$ cat config.mk
export PLATFORM = sky130hd
export DESIGN_NAME = serial_frame_receiver_xor_unit
export DESIGN_NICKNAME = d
export VERILOG_FILES = /design/src/rtl/sfx_pkg.sv /design/src/rtl/sfx_ram.sv /design/src/rtl/sfx_ctrl.sv /design/src/rtl/sfx_dp.sv /design/src/rtl/serial_frame_receiver_xor_unit.sv
export VERILOG_INCLUDE_DIRS = /design/src /design/src/rtl
export SDC_FILE = /design/constraint.sdc
export NUM_CORES = 1
export LEC_CHECK = 0
export BUFFER_PORTS_ARGS = -buffer_cell sky130_fd_sc_hd__buf_4
export CAP_MARGIN = 30
export CORE_AREA = 2 2 291 293
export DETAILED_ROUTE_END_ITERATION = 12
export DIE_AREA = 0 0 293 295
export GPL_TIMING_DRIVEN = 0
export PLACE_DENSITY_LB_ADDON = 0.25
export SYNTH_ARGS = -nofsm -noshare
export SYNTH_HDL_FRONTEND = slang
export SYNTH_SLANG_ARGS = --single-unit
$ cat constraint.sdc
create_clock -name clk_i -period 2.7 [get_ports clk_i]
set_input_delay 0.54 -clock clk_i [delete_from_list [all_inputs] [get_ports clk_i]]
set_output_delay 0.54 -clock clk_i [all_outputs]
set_load 0.05 [all_outputs]
$ cat src/rtl/serial_frame_receiver_xor_unit_defines.svh
// -----------------------------------------------------------------------------
// serial frame receiver assertion macros
// shared concurrent assertion forms, clocked on clk_i, off during reset
// -----------------------------------------------------------------------------
`ifndef SERIAL_FRAME_RECEIVER_XOR_UNIT_DEFINES_SVH
`define SERIAL_FRAME_RECEIVER_XOR_UNIT_DEFINES_SVH

// same-cycle implication
`define SFX_ASSERT_NOW(label, ante, cons, msg) \
  label: assert property (@(posedge clk_i) disable iff (!rst_ni) (ante) |-> (cons)) \
    else $error(msg);

// next-cycle implication
`define SFX_ASSERT_NEXT(label, ante, cons, msg) \
  label: assert property (@(posedge clk_i) disable iff (!rst_ni) (ante) |=> (cons)) \
    else $error(msg);

`endif

$ cat src/rtl/sfx_pkg.sv
// -----------------------------------------------------------------------------
// sfx_pkg
// types and codes shared by the serial frame receiver modules
// -----------------------------------------------------------------------------
package sfx_pkg;

  // result kinds
  typedef enum logic [2:0] {
    KIND_PAYLOAD = 3'd0,
    KIND_SYNC    = 3'd1,
    KIND_BADSUM  = 3'd2,
    KIND_BADLEN  = 3'd3,
    KIND_SHORT   = 3'd4
  } kind_e;

  // configuration register indexes
  typedef enum logic [0:0] {
    CFG_START_BYTE = 1'b0,
    CFG_MAX_LENGTH = 1'b1
  } cfg_idx_e;

  // controller states
  typedef enum logic [2:0] {
    ST_HUNT  = 3'd0,
    ST_LEN   = 3'd1,
    ST_DATA  = 3'd2,
    ST_SUM   = 3'd3,
    ST_RD    = 3'd4,
    ST_LOAD  = 3'd5
  } state_e;

  localparam logic [7:0] StartByteReset = 8'd255;
  localparam logic [6:0] MaxLengthReset = 7'd50;
  localparam int unsigned PayloadOffset = 2;
  localparam int unsigned MinFrameLen   = 3;

  // controller to datapath
  typedef struct packed {
    logic  start_frame;
    logic  take_len;
    logic  take_data;
    logic  set_ping;
    logic  load_result;
    kind_e result_kind;
    logic  drain_init;
    logic  drain_read;
    logic  drain_load;
  } cmd_t;

  // datapath to controller
  typedef struct packed {
    logic byte_is_start;
    logic len_bad;
    logic len_zero;
    logic data_done;
    logic sum_ok;
    logic len_short;
    logic drain_last;
    logic out_free;
  } sts_t;

endpackage

$ cat src/rtl/sfx_ram.sv
// -----------------------------------------------------------------------------
// sfx_ram
// single write port, single read port ram with registered read data
// -----------------------------------------------------------------------------
module sfx_ram #(
  parameter int unsigned Width = 8,
  parameter int unsigned Depth = 64
) (
  input  logic                     clk_i,
  input  logic                     we_i,
  input  logic [$clog2(Depth)-1:0] waddr_i,
  input  logic [Width-1:0]         wdata_i,
  input  logic                     re_i,
  input  logic [$clog2(Depth)-1:0] raddr_i,
  output logic [Width-1:0]         rdata_o
);

  logic [Width-1:0] mem_q [Depth];
  logic [Width-1:0] rdata_q;

  always_ff @(posedge clk_i) begin
    if (we_i) begin
      mem_q[waddr_i] <= wdata_i;
    end
    if (re_i) begin
      rdata_q <= mem_q[raddr_i];
    end
  end

  assign rdata_o = rdata_q;

endmodule

$ cat src/rtl/sfx_ctrl.sv
// -----------------------------------------------------------------------------
// sfx_ctrl
// frame phase state machine, issues datapath commands
// -----------------------------------------------------------------------------
module sfx_ctrl (
  input  logic          clk_i,
  input  logic          rst_ni,
  input  logic          in_valid_i,
  output logic          in_ready_o,
  input  sfx_pkg::sts_t sts_i,
  output sfx_pkg::cmd_t cmd_o
);
  import sfx_pkg::*;

  state_e state_q, state_d;
  logic   in_fire;

  always_ff @(posedge clk_i or negedge rst_ni) begin
    if (!rst_ni) begin
      state_q <= ST_HUNT;
    end else begin
      state_q <= state_d;
    end
  end

  always_comb begin
    state_d    = state_q;
    cmd_o      = '0;
    in_ready_o = 1'b0;
    in_fire    = 1'b0;
    unique case (state_q)
      ST_HUNT, ST_LEN, ST_DATA, ST_SUM: begin
        in_ready_o = sts_i.out_free;
        in_fire    = in_valid_i && sts_i.out_free;
      end
      default: begin
        in_ready_o = 1'b0;
      end
    endcase

    unique case (state_q)
      ST_HUNT: begin
        if (in_fire && sts_i.byte_is_start) begin
          cmd_o.start_frame = 1'b1;
          state_d           = ST_LEN;
        end
      end
      ST_LEN: begin
        if (in_fire) begin
          priority if (sts_i.len_bad) begin
            cmd_o.load_result = 1'b1;
            cmd_o.result_kind = KIND_BADLEN;
            state_d           = ST_HUNT;
          end else if (sts_i.len_zero) begin
            cmd_o.set_ping    = 1'b1;
            cmd_o.load_result = 1'b1;
            cmd_o.result_kind = KIND_SYNC;
            state_d           = ST_HUNT;
          end else begin
            cmd_o.take_len = 1'b1;
            state_d        = ST_DATA;
          end
        end
      end
      ST_DATA: begin
        if (in_fire) begin
          cmd_o.take_data = 1'b1;
          if (sts_i.data_done) begin
            state_d = ST_SUM;
          end
        end
      end
      ST_SUM: begin
        if (in_fire) begin
          priority if (!sts_i.sum_ok) begin
            cmd_o.load_result = 1'b1;
            cmd_o.result_kind = KIND_BADSUM;
            state_d           = ST_HUNT;
          end else if (sts_i.len_short) begin
            cmd_o.load_result = 1'b1;
            cmd_o.result_kind = KIND_SHORT;
            state_d           = ST_HUNT;
          end else begin
            cmd_o.drain_init = 1'b1;
            state_d          = ST_RD;
          end
        end
      end
      ST_RD: begin
        cmd_o.drain_read = 1'b1;
        state_d          = ST_LOAD;
      end
      ST_LOAD: begin
        if (sts_i.out_free) begin
          cmd_o.drain_load = 1'b1;
          state_d          = sts_i.drain_last ? ST_HUNT : ST_RD;
        end
      end
      default: begin
        state_d = ST_HUNT;
      end
    endcase
  end

endmodule

$ cat src/rtl/sfx_dp.sv
// -----------------------------------------------------------------------------
// sfx_dp
// config registers, counters, checksum, frame store and output register
// -----------------------------------------------------------------------------
module sfx_dp #(
  parameter int unsigned FrameDepth = 64
) (
  input  logic          clk_i,
  input  logic          rst_ni,
  input  logic          cfg_we_i,
  input  logic [0:0]    cfg_idx_i,
  input  logic [7:0]    cfg_data_i,
  input  logic [7:0]    rx_byte_i,
  input  sfx_pkg::cmd_t cmd_i,
  output sfx_pkg::sts_t sts_o,
  output logic          out_valid_o,
  input  logic          out_ready_i,
  output logic [2:0]    kind_o,
  output logic [7:0]    data_byte_o,
  output logic [7:0]    route_byte_o,
  output logic [7:0]    function_byte_o,
  output logic          last_o,
  output logic          send_ack_o
);
  import sfx_pkg::*;

  localparam int unsigned LenW  = $clog2(FrameDepth + 1);
  localparam int unsigned AddrW = $clog2(FrameDepth);

  logic [7:0]      start_byte_q;
  logic [6:0]      max_length_q;
  logic [LenW-1:0] frame_length_q;
  logic [LenW-1:0] bytes_taken_q;
  logic [LenW-1:0] rd_idx_q;
  logic [7:0]      running_xor_q;
  logic [7:0]      route_q;
  logic [7:0]      func_q;
  logic            ping_seen_q;
  logic [7:0]      ram_rdata;

  logic            out_valid_q;
  kind_e           kind_q;
  logic [7:0]      data_q;
  logic [7:0]      route_out_q;
  logic [7:0]      func_out_q;
  logic            last_q;
  logic            ack_q;

  logic [LenW:0]   taken_inc;
  logic [LenW:0]   rd_inc;

  assign taken_inc = (LenW+1)'(bytes_taken_q) + (LenW+1)'(1);
  assign rd_inc    = (LenW+1)'(rd_idx_q) + (LenW+1)'(1);

  // status toward the controller
  assign sts_o.byte_is_start = (rx_byte_i == start_byte_q);
  assign sts_o.len_bad       = (rx_byte_i > {1'b0, max_length_q}) ||
                               ({1'b0, rx_byte_i} > 9'(FrameDepth));
  assign sts_o.len_zero      = (rx_byte_i == 8'd0);
  assign sts_o.data_done     = (taken_inc >= (LenW+1)'(frame_length_q));
  assign sts_o.sum_ok        = (running_xor_q == rx_byte_i);
  assign sts_o.len_short     = (frame_length_q < LenW'(MinFrameLen));
  assign sts_o.drain_last    = (rd_inc == (LenW+1)'(frame_length_q));
  assign sts_o.out_free      = !out_valid_q || out_ready_i;

  // configuration registers
  always_ff @(posedge clk_i or negedge rst_ni) begin
    if (!rst_ni) begin
      start_byte_q <= StartByteReset;
      max_length_q <= MaxLengthReset;
    end else if (cfg_we_i) begin
      unique case (cfg_idx_e'(cfg_idx_i))
        CFG_START_BYTE: start_byte_q <= cfg_data_i;
        CFG_MAX_LENGTH: max_length_q <= cfg_data_i[6:0];
        default:        start_byte_q <= start_byte_q;
      endcase
    end
  end

  // frame tracking
  always_ff @(posedge clk_i or negedge rst_ni) begin
    if (!rst_ni) begin
      frame_length_q <= '0;
      bytes_taken_q  <= '0;
      rd_idx_q       <= '0;
      running_xor_q  <= '0;
      ping_seen_q    <= 1'b0;
    end else begin
      if (cmd_i.start_frame) begin
        running_xor_q <= rx_byte_i;
      end
      if (cmd_i.take_len) begin
        frame_length_q <= LenW'(rx_byte_i);
        bytes_taken_q  <= '0;
        running_xor_q  <= running_xor_q ^ rx_byte_i;
      end
      if (cmd_i.take_data) begin
        bytes_taken_q <= taken_inc[LenW-1:0];
        running_xor_q <= running_xor_q ^ rx_byte_i;
      end
      if (cmd_i.set_ping) begin
        ping_seen_q <= 1'b1;
      end
      if (cmd_i.drain_init) begin
        rd_idx_q <= LenW'(PayloadOffset);
      end else if (cmd_i.drain_load) begin
        rd_idx_q <= rd_inc[LenW-1:0];
      end
    end
  end

  // header bytes kept aside so the store needs one read port
  always_ff @(posedge clk_i) begin
    if (cmd_i.take_data && bytes_taken_q == LenW'(0)) begin
      route_q <= rx_byte_i;
    end
    if (cmd_i.take_data && bytes_taken_q == LenW'(1)) begin
      func_q <= rx_byte_i;
    end
  end

  sfx_ram #(
    .Width (8),
    .Depth (FrameDepth)
  ) u_store (
    .clk_i   (clk_i),
    .we_i    (cmd_i.take_data),
    .waddr_i (bytes_taken_q[AddrW-1:0]),
    .wdata_i (rx_byte_i),
    .re_i    (cmd_i.drain_read),
    .raddr_i (rd_idx_q[AddrW-1:0]),
    .rdata_o (ram_rdata)
  );

  // output register
  always_ff @(posedge clk_i or negedge rst_ni) begin
    if (!rst_ni) begin
      out_valid_q <= 1'b0;
    end else if (cmd_i.load_result || cmd_i.drain_load) begin
      out_valid_q <= 1'b1;
    end else if (out_ready_i) begin
      out_valid_q <= 1'b0;
    end
  end

  always_ff @(posedge clk_i) begin
    if (cmd_i.load_result) begin
      kind_q      <= cmd_i.result_kind;
      data_q      <= '0;
      route_out_q <= '0;
      func_out_q  <= '0;
      last_q      <= 1'b1;
      ack_q       <= (cmd_i.result_kind == KIND_SYNC) ||
                     ((cmd_i.result_kind == KIND_SHORT) && ping_seen_q);
    end else if (cmd_i.drain_load) begin
      kind_q      <= KIND_PAYLOAD;
      data_q      <= ram_rdata;
      route_out_q <= route_q;
      func_out_q  <= func_q;
      last_q      <= sts_o.drain_last;
      ack_q       <= sts_o.drain_last && ping_seen_q;
    end
  end

  assign out_valid_o     = out_valid_q;
  assign kind_o          = kind_q;
  assign data_byte_o     = data_q;
  assign route_byte_o    = route_out_q;
  assign function_byte_o = func_out_q;
  assign last_o          = last_q;
  assign send_ack_o      = ack_q;

endmodule

$ cat src/rtl/serial_frame_receiver_xor_unit.sv
// -----------------------------------------------------------------------------
// serial_frame_receiver_xor_unit
// start/length framed byte receiver with xor checksum and payload readout
// -----------------------------------------------------------------------------
//  channel   | handshake                 | payload
//  ----------+---------------------------+--------------------------------------
//  input     | in_valid_i / in_ready_o   | rx_byte_i
//  result    | out_valid_o / out_ready_i | kind_o data_byte_o route_byte_o
//            |                           | function_byte_o last_o send_ack_o
//  config    | cfg_we_i (no wait)        | cfg_idx_i cfg_data_i
//
//  one input beat per cycle while the result register is free or being taken
//  a good checksum of an n-byte frame (n of at least three) drains n-2 payload beats,
//  each paced by the registered read port of the frame store; no input taken meanwhile
//  reset is asynchronous and needs no clearing pass: store entries are read
//  only after being written in the same frame
//  a stalled result register holds off inputs; config writes land at once
// -----------------------------------------------------------------------------
`include "serial_frame_receiver_xor_unit_defines.svh"

module serial_frame_receiver_xor_unit #(
  parameter int unsigned FRAME_DEPTH = 64
) (
  input  logic       clk_i,
  input  logic       rst_ni,
  // configuration writes
  input  logic       cfg_we_i,
  input  logic [0:0] cfg_idx_i,
  input  logic [7:0] cfg_data_i,
  // received bytes
  input  logic       in_valid_i,
  output logic       in_ready_o,
  input  logic [7:0] rx_byte_i,
  // results
  output logic       out_valid_o,
  input  logic       out_ready_i,
  output logic [2:0] kind_o,
  output logic [7:0] data_byte_o,
  output logic [7:0] route_byte_o,
  output logic [7:0] function_byte_o,
  output logic       last_o,
  output logic       send_ack_o
);
  import sfx_pkg::*;

  cmd_t cmd;
  sts_t sts;

  // phase sequencing
  sfx_ctrl u_ctrl (
    .clk_i      (clk_i),
    .rst_ni     (rst_ni),
    .in_valid_i (in_valid_i),
    .in_ready_o (in_ready_o),
    .sts_i      (sts),
    .cmd_o      (cmd)
  );

  // checksum, counters, frame store and result register
  sfx_dp #(
    .FrameDepth (FRAME_DEPTH)
  ) u_dp (
    .clk_i           (clk_i),
    .rst_ni          (rst_ni),
    .cfg_we_i        (cfg_we_i),
    .cfg_idx_i       (cfg_idx_i),
    .cfg_data_i      (cfg_data_i),
    .rx_byte_i       (rx_byte_i),
    .cmd_i           (cmd),
    .sts_o           (sts),
    .out_valid_o     (out_valid_o),
    .out_ready_i     (out_ready_i),
    .kind_o          (kind_o),
    .data_byte_o     (data_byte_o),
    .route_byte_o    (route_byte_o),
    .function_byte_o (function_byte_o),
    .last_o          (last_o),
    .send_ack_o      (send_ack_o)
  );

  // a payload beat never overwrites a result still waiting
  `SFX_ASSERT_NOW(a_drain_no_overwrite, cmd.drain_load, sts.out_free, "payload overwrote result")

  // no input beat is taken while the store is being read out
  `SFX_ASSERT_NOW(a_no_input_in_drain, in_ready_o, !(cmd.drain_read || cmd.drain_load), "input during drain")

  // single results come only from an accepted beat
  `SFX_ASSERT_NOW(a_result_from_beat, cmd.load_result, in_valid_i && in_ready_o, "result without beat")

  // acknowledge request only ever rides on a last beat
  `SFX_ASSERT_NOW(a_ack_on_last, out_valid_o && send_ack_o, last_o, "ack on non-last beat")

endmodule
After elaboration in Yosys (flattened, before gate mapping)
Memory sizes are Yosys's and may differ from the RTL's. A register that Yosys moved wholly into a read port is not among the register bits.
Index checks and enable logic that the tools add are counted.
{"block": "classes", "add_sub_neg": 2, "mul": 0, "div": 0, "magnitude_cmp": 4, "eq_ne": 17, "shift": 0, "mux": 52, "bitwise": 2, "n_reduce_logical": 23}
{"cell": "two-way mux 3 bit", "n": 11}
{"cell": "two-way mux 7 bit", "n": 4}
{"cell": "two-way mux 1 bit", "n": 24}
{"cell": "two-way mux 8 bit", "n": 3}
{"cell": "case mux 3 bit (6 select lines)", "n": 1}
{"cell": "adder 7 x 1 -> 8 bit (second input constant)", "n": 2}
{"cell": "== test 8 bit", "n": 2}
{"cell": "two-way mux 5 bit", "n": 3}
{"cell": "two-way mux 4 bit", "n": 3}
{"cell": "!= test 2 x 1 -> 1 bit (second input constant)", "n": 5}
{"cell": "== test 3 bit (second input constant)", "n": 3}
{"cell": "== test 8 x 7 -> 1 bit", "n": 1}
{"cell": "greater-or-equal comparator 8 x 7 -> 1 bit", "n": 1}
{"cell": "greater-than comparator 8 x 7 -> 1 bit", "n": 1}
{"cell": "greater-than comparator 8 x 7 -> 1 bit (second input constant)", "n": 1}
{"cell": "zero test 8 bit", "n": 1}
{"cell": "case mux 4 bit (2 select lines)", "n": 1}
{"cell": "nonzero test 2 bit", "n": 4}
{"cell": "XOR 8 bit", "n": 1}
{"cell": "== test 7 x 1 -> 1 bit (second input constant)", "n": 1}
{"cell": "zero test 7 bit", "n": 1}
{"cell": "< comparator 7 x 2 -> 1 bit (second input constant)", "n": 1}
{"cell": "== test 3 x 1 -> 1 bit (second input constant)", "n": 2}
{"cell": "== test 3 x 2 -> 1 bit (second input constant)", "n": 2}
{"cell": "11 further kinds", "n": 21}
{"block": "totals", "register_bits": 94, "latchBits": 0, "ram_bits": 512, "rom_bits": 0, "output_inout_bits": 31, "memories": 1}
{"name": "u_dp.u_store.mem_q", "depth": 64, "word_bits": 8, "rd": 1, "rd_clocked_by_memory_dff": 1, "wr": 1, "line_no": "sfx_ram.sv:18", "text": "logic [Width-1:0] mem_q [Depth];"}

Depth between registers and ports, before layout
{"block": "logic_depth", "ltp_word": 10, "ltp_mapped": 10}

Hierarchy
Synthesis repeated with hierarchy kept, for this count alone.
{"block": "hier_totals", "cells_unflattened": 1386, "hier_area_um2": 24880.1}
{"mod": "sfx_ram", "n_inst": 1, "cells_per_inst": 940, "area_each_um2": 20246.9, "seq_area_each_um2": 15615.0}
{"mod": "sfx_dp", "n_inst": 1, "cells_per_inst": 403, "area_each_um2": 4326.6, "seq_area_each_um2": 2265.9}
{"mod": "sfx_ctrl", "n_inst": 1, "cells_per_inst": 43, "area_each_um2": 306.5, "seq_area_each_um2": 75.1}

Least setup slack after synthesis
Ideal clock, no wire load.
{"block": "synth_path", "path_type": "input port to flip-flop", "from": "in rx_byte_i[6]", "to": "reg u_dp.running_xor_q[0]", "arrival_time_ps": 2320, "path_slack_ps": 250, "cell_stages": 8, "n_path_buf": 1, "path_cell_list": "ha_1 > a211oi_2 > o211ai_1 > o21ba_2 > or4_1 > clkbuf_2 > a41oi_1 > o31ai_1"}
{"block": "synth_via", "elab_chain_len": 7, "elab_cells_between_ends": 15}
{"element": "start: declaration", "line_no": "serial_frame_receiver_xor_unit.sv:33", "text": "input logic [7:0] rx_byte_i,"}
{"element": "greater-than comparator 8 x 7 -> 1 bit, or another cell as far along", "line_no": "sfx_dp.sv:57", "text": "assign sts_o.len_bad = (rx_byte_i > {1'b0, max_length_q}) ||"}
{"element": "logical OR 1 bit / two-way mux 1 bit (equally long branches)", "line_no": "sfx_dp.sv:57, sfx_ctrl.sv:54"}
{"element": "two-way mux 1 bit", "line_no": "sfx_ctrl.sv:50", "text": "priority if (sts_i.len_bad) begin"}
{"element": "two-way mux 1 bit", "line_no": "sfx_ctrl.sv:49", "text": "if (in_fire) begin"}
{"element": "two-way mux 1 bit", "line_no": "sfx_ctrl.sv:41", "text": "unique case (state_q)"}
{"element": "two-way mux 8 bit", "line_no": "sfx_dp.sv:92", "text": "if (cmd_i.take_len) begin"}
{"element": "two-way mux 8 bit", "line_no": "sfx_dp.sv:97", "text": "if (cmd_i.take_data) begin"}
{"element": "end signal: assignment", "line_no": "sfx_dp.sv:90", "text": "running_xor_q <= rx_byte_i;"}
{"element": "end signal: assignment", "line_no": "sfx_dp.sv:95", "text": "running_xor_q <= running_xor_q ^ rx_byte_i;"}
{"element": "end signal: assignment", "line_no": "sfx_dp.sv:99", "text": "running_xor_q <= running_xor_q ^ rx_byte_i;"}
{"element": "end: declaration", "line_no": "sfx_dp.sv:35", "text": "logic [7:0] running_xor_q;"}
Several ways; a longest one is shown, not always the timed one.
A chain may end at the register's enable or synchronous reset.

==> flow_metrics.tcl <==
set metrics [dict create \
    internal_power_mw 20.22 \
    initial_core_util 0.2974 \
    p_sw_mw 9.056 \
    antenna_found_initial 1 \
    yosys.area_share.adder 0.009105 \
    hold_viol_final 0 \
    fin_crit_sh 0.9770 \
    viasPerCell 4.875 \
    status "complete, no violations" \
    portBuffers 52 \
    grt_max_degree 75 \
    wl_um 63670 \
    crit_end "u_dp.u_store.rdata_o[2]" \
    multi_input_area_um2 6895 \
    power_frac_comb 0.305 \
    worstSetupPathType "reg -> reg" \
    drc_errors 0 \
    synth_cell_types 62 \
    worst_slew_pin_slew_ns 0.9309 \
    syn_to_final_growth_pct 22.01 \
    synth-xor-area-share 0.01027 \
    fp.dieW_um 293 \
    final_cell_area_um2 30180 \
    regArea_um2 17960 \
    die_y_um 295 \
    clock-sinks 614 \
    yosysSeqAreaShare 0.7259 \
    gp_congestion 0.8067 \
    first_global_vias 13182 \
    timing.fmax_mhz 379.1 \
    slew_headroom 0.3794 \
    clockBufferDepth 3 \
    power.density_nw_per_um2 970.1 \
    routedWlPerCell_um 23.92 \
    synth.top_cell.area_share 0.6556 \
    layout.nets 1567 \
    cts_tree "built" \
    cts_root_buf "clkbuf_16" \
    dr.pass1.iters 6 \
    crit_path_end_kind "register" \
    grt.overflow.total 0 \
    muxShareOfSynthArea 0.1503 \
    p_leak_nw 9.940 \
    ir_drop_uv 453.8 \
    path_clk_slew_ns 0.06 \
    rrSetupSlack_ns 0.06 \
    cts.htree.levels 3 \
    rr_startpoint "u_dp.rd_idx_q[0]" \
    finalCriticalPeriod_ns 2.638 \
    syn_nets 1399 \
    core_um2 83160 \
    rr_worst_depth 7 \
    ys.flop_type "edfxtp_1" \
    synth-seq-cells 614 \
    avgSynthCellArea_um2 18.20 \
    yosys_warnings 0 \
    p_seq_frac 0.375 \
    cp-start-kind "register" \
    synthArstFlopShare 0.07980 \
    drt_iter0_drc 1137 \
    synth_top_family_by_area "multiplexers" \
    worstReg2RegEnd "u_dp.u_store.rdata_o[2]" \
    power_frac_clock 0.320 \
    insertion_delay_ns 0.61 \
    rows 106 \
    fill_cells 7675 \
    synthSimpleGateAreaFrac 0.05574 \
    netlist_area_um2 24730 \
    dieArea_um2 86440 \
    critPathMaxFanout 10 \
    drv_cap 0 \
    crit_arrival_ns 2.98 \
    utilization 0.3629 \
    place_area_um2 26530 \
    antenna_left 0 \
    setup_viol 0 \
    ios 53 \
    p_sw_frac 0.3093 \
    netlist_top_cells_area "edfxtp_1 (66%), mux4_2 (14%), dfrtp_1 (3.8%)" \
    synth_top_area_cell "edfxtp_1" \
    syn_inst 1359 \
    hold_slack_ns 0.1708 \
    grt_usage 0.1472 \
    synth-compound-area-share 0.02909 \
    synth_edf_count 540 \
    hpwl_um 40690 \
    clock_skew_ns 0.03218 \
    diodes 0 \
    numCtsBuffers 69 \
    cp_data_required_time_ns 3.04 \
    drv_slew 0 \
    final_common_cell "edfxtp_1" \
    layout-drive-gt1-share 0.3338 \
    fin_cells 2662 \
    layout_common_cells "edfxtp_1 (540), mux4_2 (154), nand2_1 (124), buf_4 (74), clkbuf_16 (74)" \
    setup_tns_ns 0 \
    vias 12977 \
    critPathLaunch "u_dp.rd_idx_q[0]" \
    dp.cells 2497 \
    grt_pass1_wl_um 91940 \
    min_path_type "in -> reg" \
]
==> worst min path at each step <==
| stage | cells after the start | from | end |
|---|---|---|---|
| global placement | 2 | u_dp.route_byte_o[1] | u_dp.route_byte_o[1] |
| floorplan | 0 | rst_ni | u_ctrl.state_q[0] |
| finish | 2 | cfg_data_i[5] | u_dp.start_byte_q[5] |
| detailed placement | 2 | u_dp.route_byte_o[4] | u_dp.route_byte_o[4] |
| global route | 2 | cfg_data_i[6] | u_dp.start_byte_q[6] |
| CTS | 2 | cfg_data_i[6] | u_dp.max_length_q[6] |
==> routing by layer <==
metal | up-vias | share of wire | GRT usage
met5 | - | 0.00020 | 0
met4 | 2 | 0.020 | 0.04440
met3 | 72 | 0.046 | 0.02669
met2 | 304 | 0.49 | 0.2396
met1 | 6867 | 0.45 | 0.2014
li1 | 5732 | - | -
==> what timing repair did <==
item	4_1_cts	5_1_grt
hold buffers	1	0
resized for setup	144	92
gates cloned	0	1
setup buffers	2	38
pin swaps	2	19
endpoints found under the hold margin	38	0
endpoints found under the setup margin	569	485
==> synth_stat cells (3+ instances only) <==
cell,number
a31oi_1,10
nand4_1,10
a21oi_1,34
o31ai_1,4
dfrtp_1,38
xnor2_1,14
buf_4,7
and2_1,5
nand2_1,127
nor2_1,92
o21ai_0,23
buf_2,17
nor3_1,4
mux2i_1,8
mux4_2,154
dfstp_2,11
nand3_1,15
a21o_1,4
a211oi_1,5
buf_6,7
nand2b_1,9
o22ai_1,7
dfxtp_1,25
nor2b_1,11
ha_1,18
and3_1,6
or2_2,3
buf_1,8
a221oi_1,3
nor4_1,4
clkbuf_1,37
xor2_1,15
inv_1,24
edfxtp_1,540
o211ai_1,4
mux2_2,15
a22oi_1,6
nand3b_1,9
==> flip-flops by register name, indices dropped and copies added (netlist names), 8 cells and up <==
name                  flops
u_dp.data_byte_o          8
u_dp.func_q               8
u_dp.function_byte_o      8
u_dp.route_byte_o         8
u_dp.route_q              8
u_dp.running_xor_q        8
u_dp.start_byte_q         8
u_dp.u_store.mem_q      512
u_dp.u_store.rdata_o      8
==> power by group through the flow <==
| stage | Combinational [mW] | Clock [mW] | Sequential, mW |
|---|---|---|---|
| final | 8.92 | 9.38 | 11.0 |
| after global routing | 9.41 | 9.97 | 11.0 |
| after CTS | 8.75 | 9.59 | 11.0 |
| after detailed placement | 8.38 | 0 | 11.2 |
| after global placement | 8.29 | 0 | 11.2 |
| after floorplan | 4.75 | 0 | 11.8 |
==> cell type report <==
type | count | area share
Inverter | 25 | 0.003151
Buffer | 74 | 0.01890
Timing Repair Buffer | 100 | 0.03441
Multi-Input combinational cell | 643 | 0.2285
Tap cell | 1080 | 0.04477
Sequential cell | 614 | 0.5950
Clock inverter | 38 | 0.01194
Clock buffer | 88 | 0.06339
==> critical path: stages, from the launching register on <==
cell	delay, ns
dfrtp_1	0.41
buf_8	0.17
buf_12	0.16
buf_16	0.16
mux4_2	0.56
mux4_2	0.57
o22ai_2	0.24
a31oi_1	0.07
==> logic make-up after synthesis <==
logic type,after synthesis
DFF,614
xor gates and xnor gates,29
AOI/OAI and AO/OA,114
and+or+nand+nor,305
muxes,177
buffers and inverters,102
adders and majority gates,18
==> stage by stage <==
stage	power (mW)	setup slack [ns]
after floorplan	16.57	0.2505
after global placement	19.45	-1.189
after detailed placement	19.55	-1.107
after CTS	29.32	-0.8082
after global routing	30.39	-0.005084
final	29.28	0.06206
(Power assumes the default switching activity.)
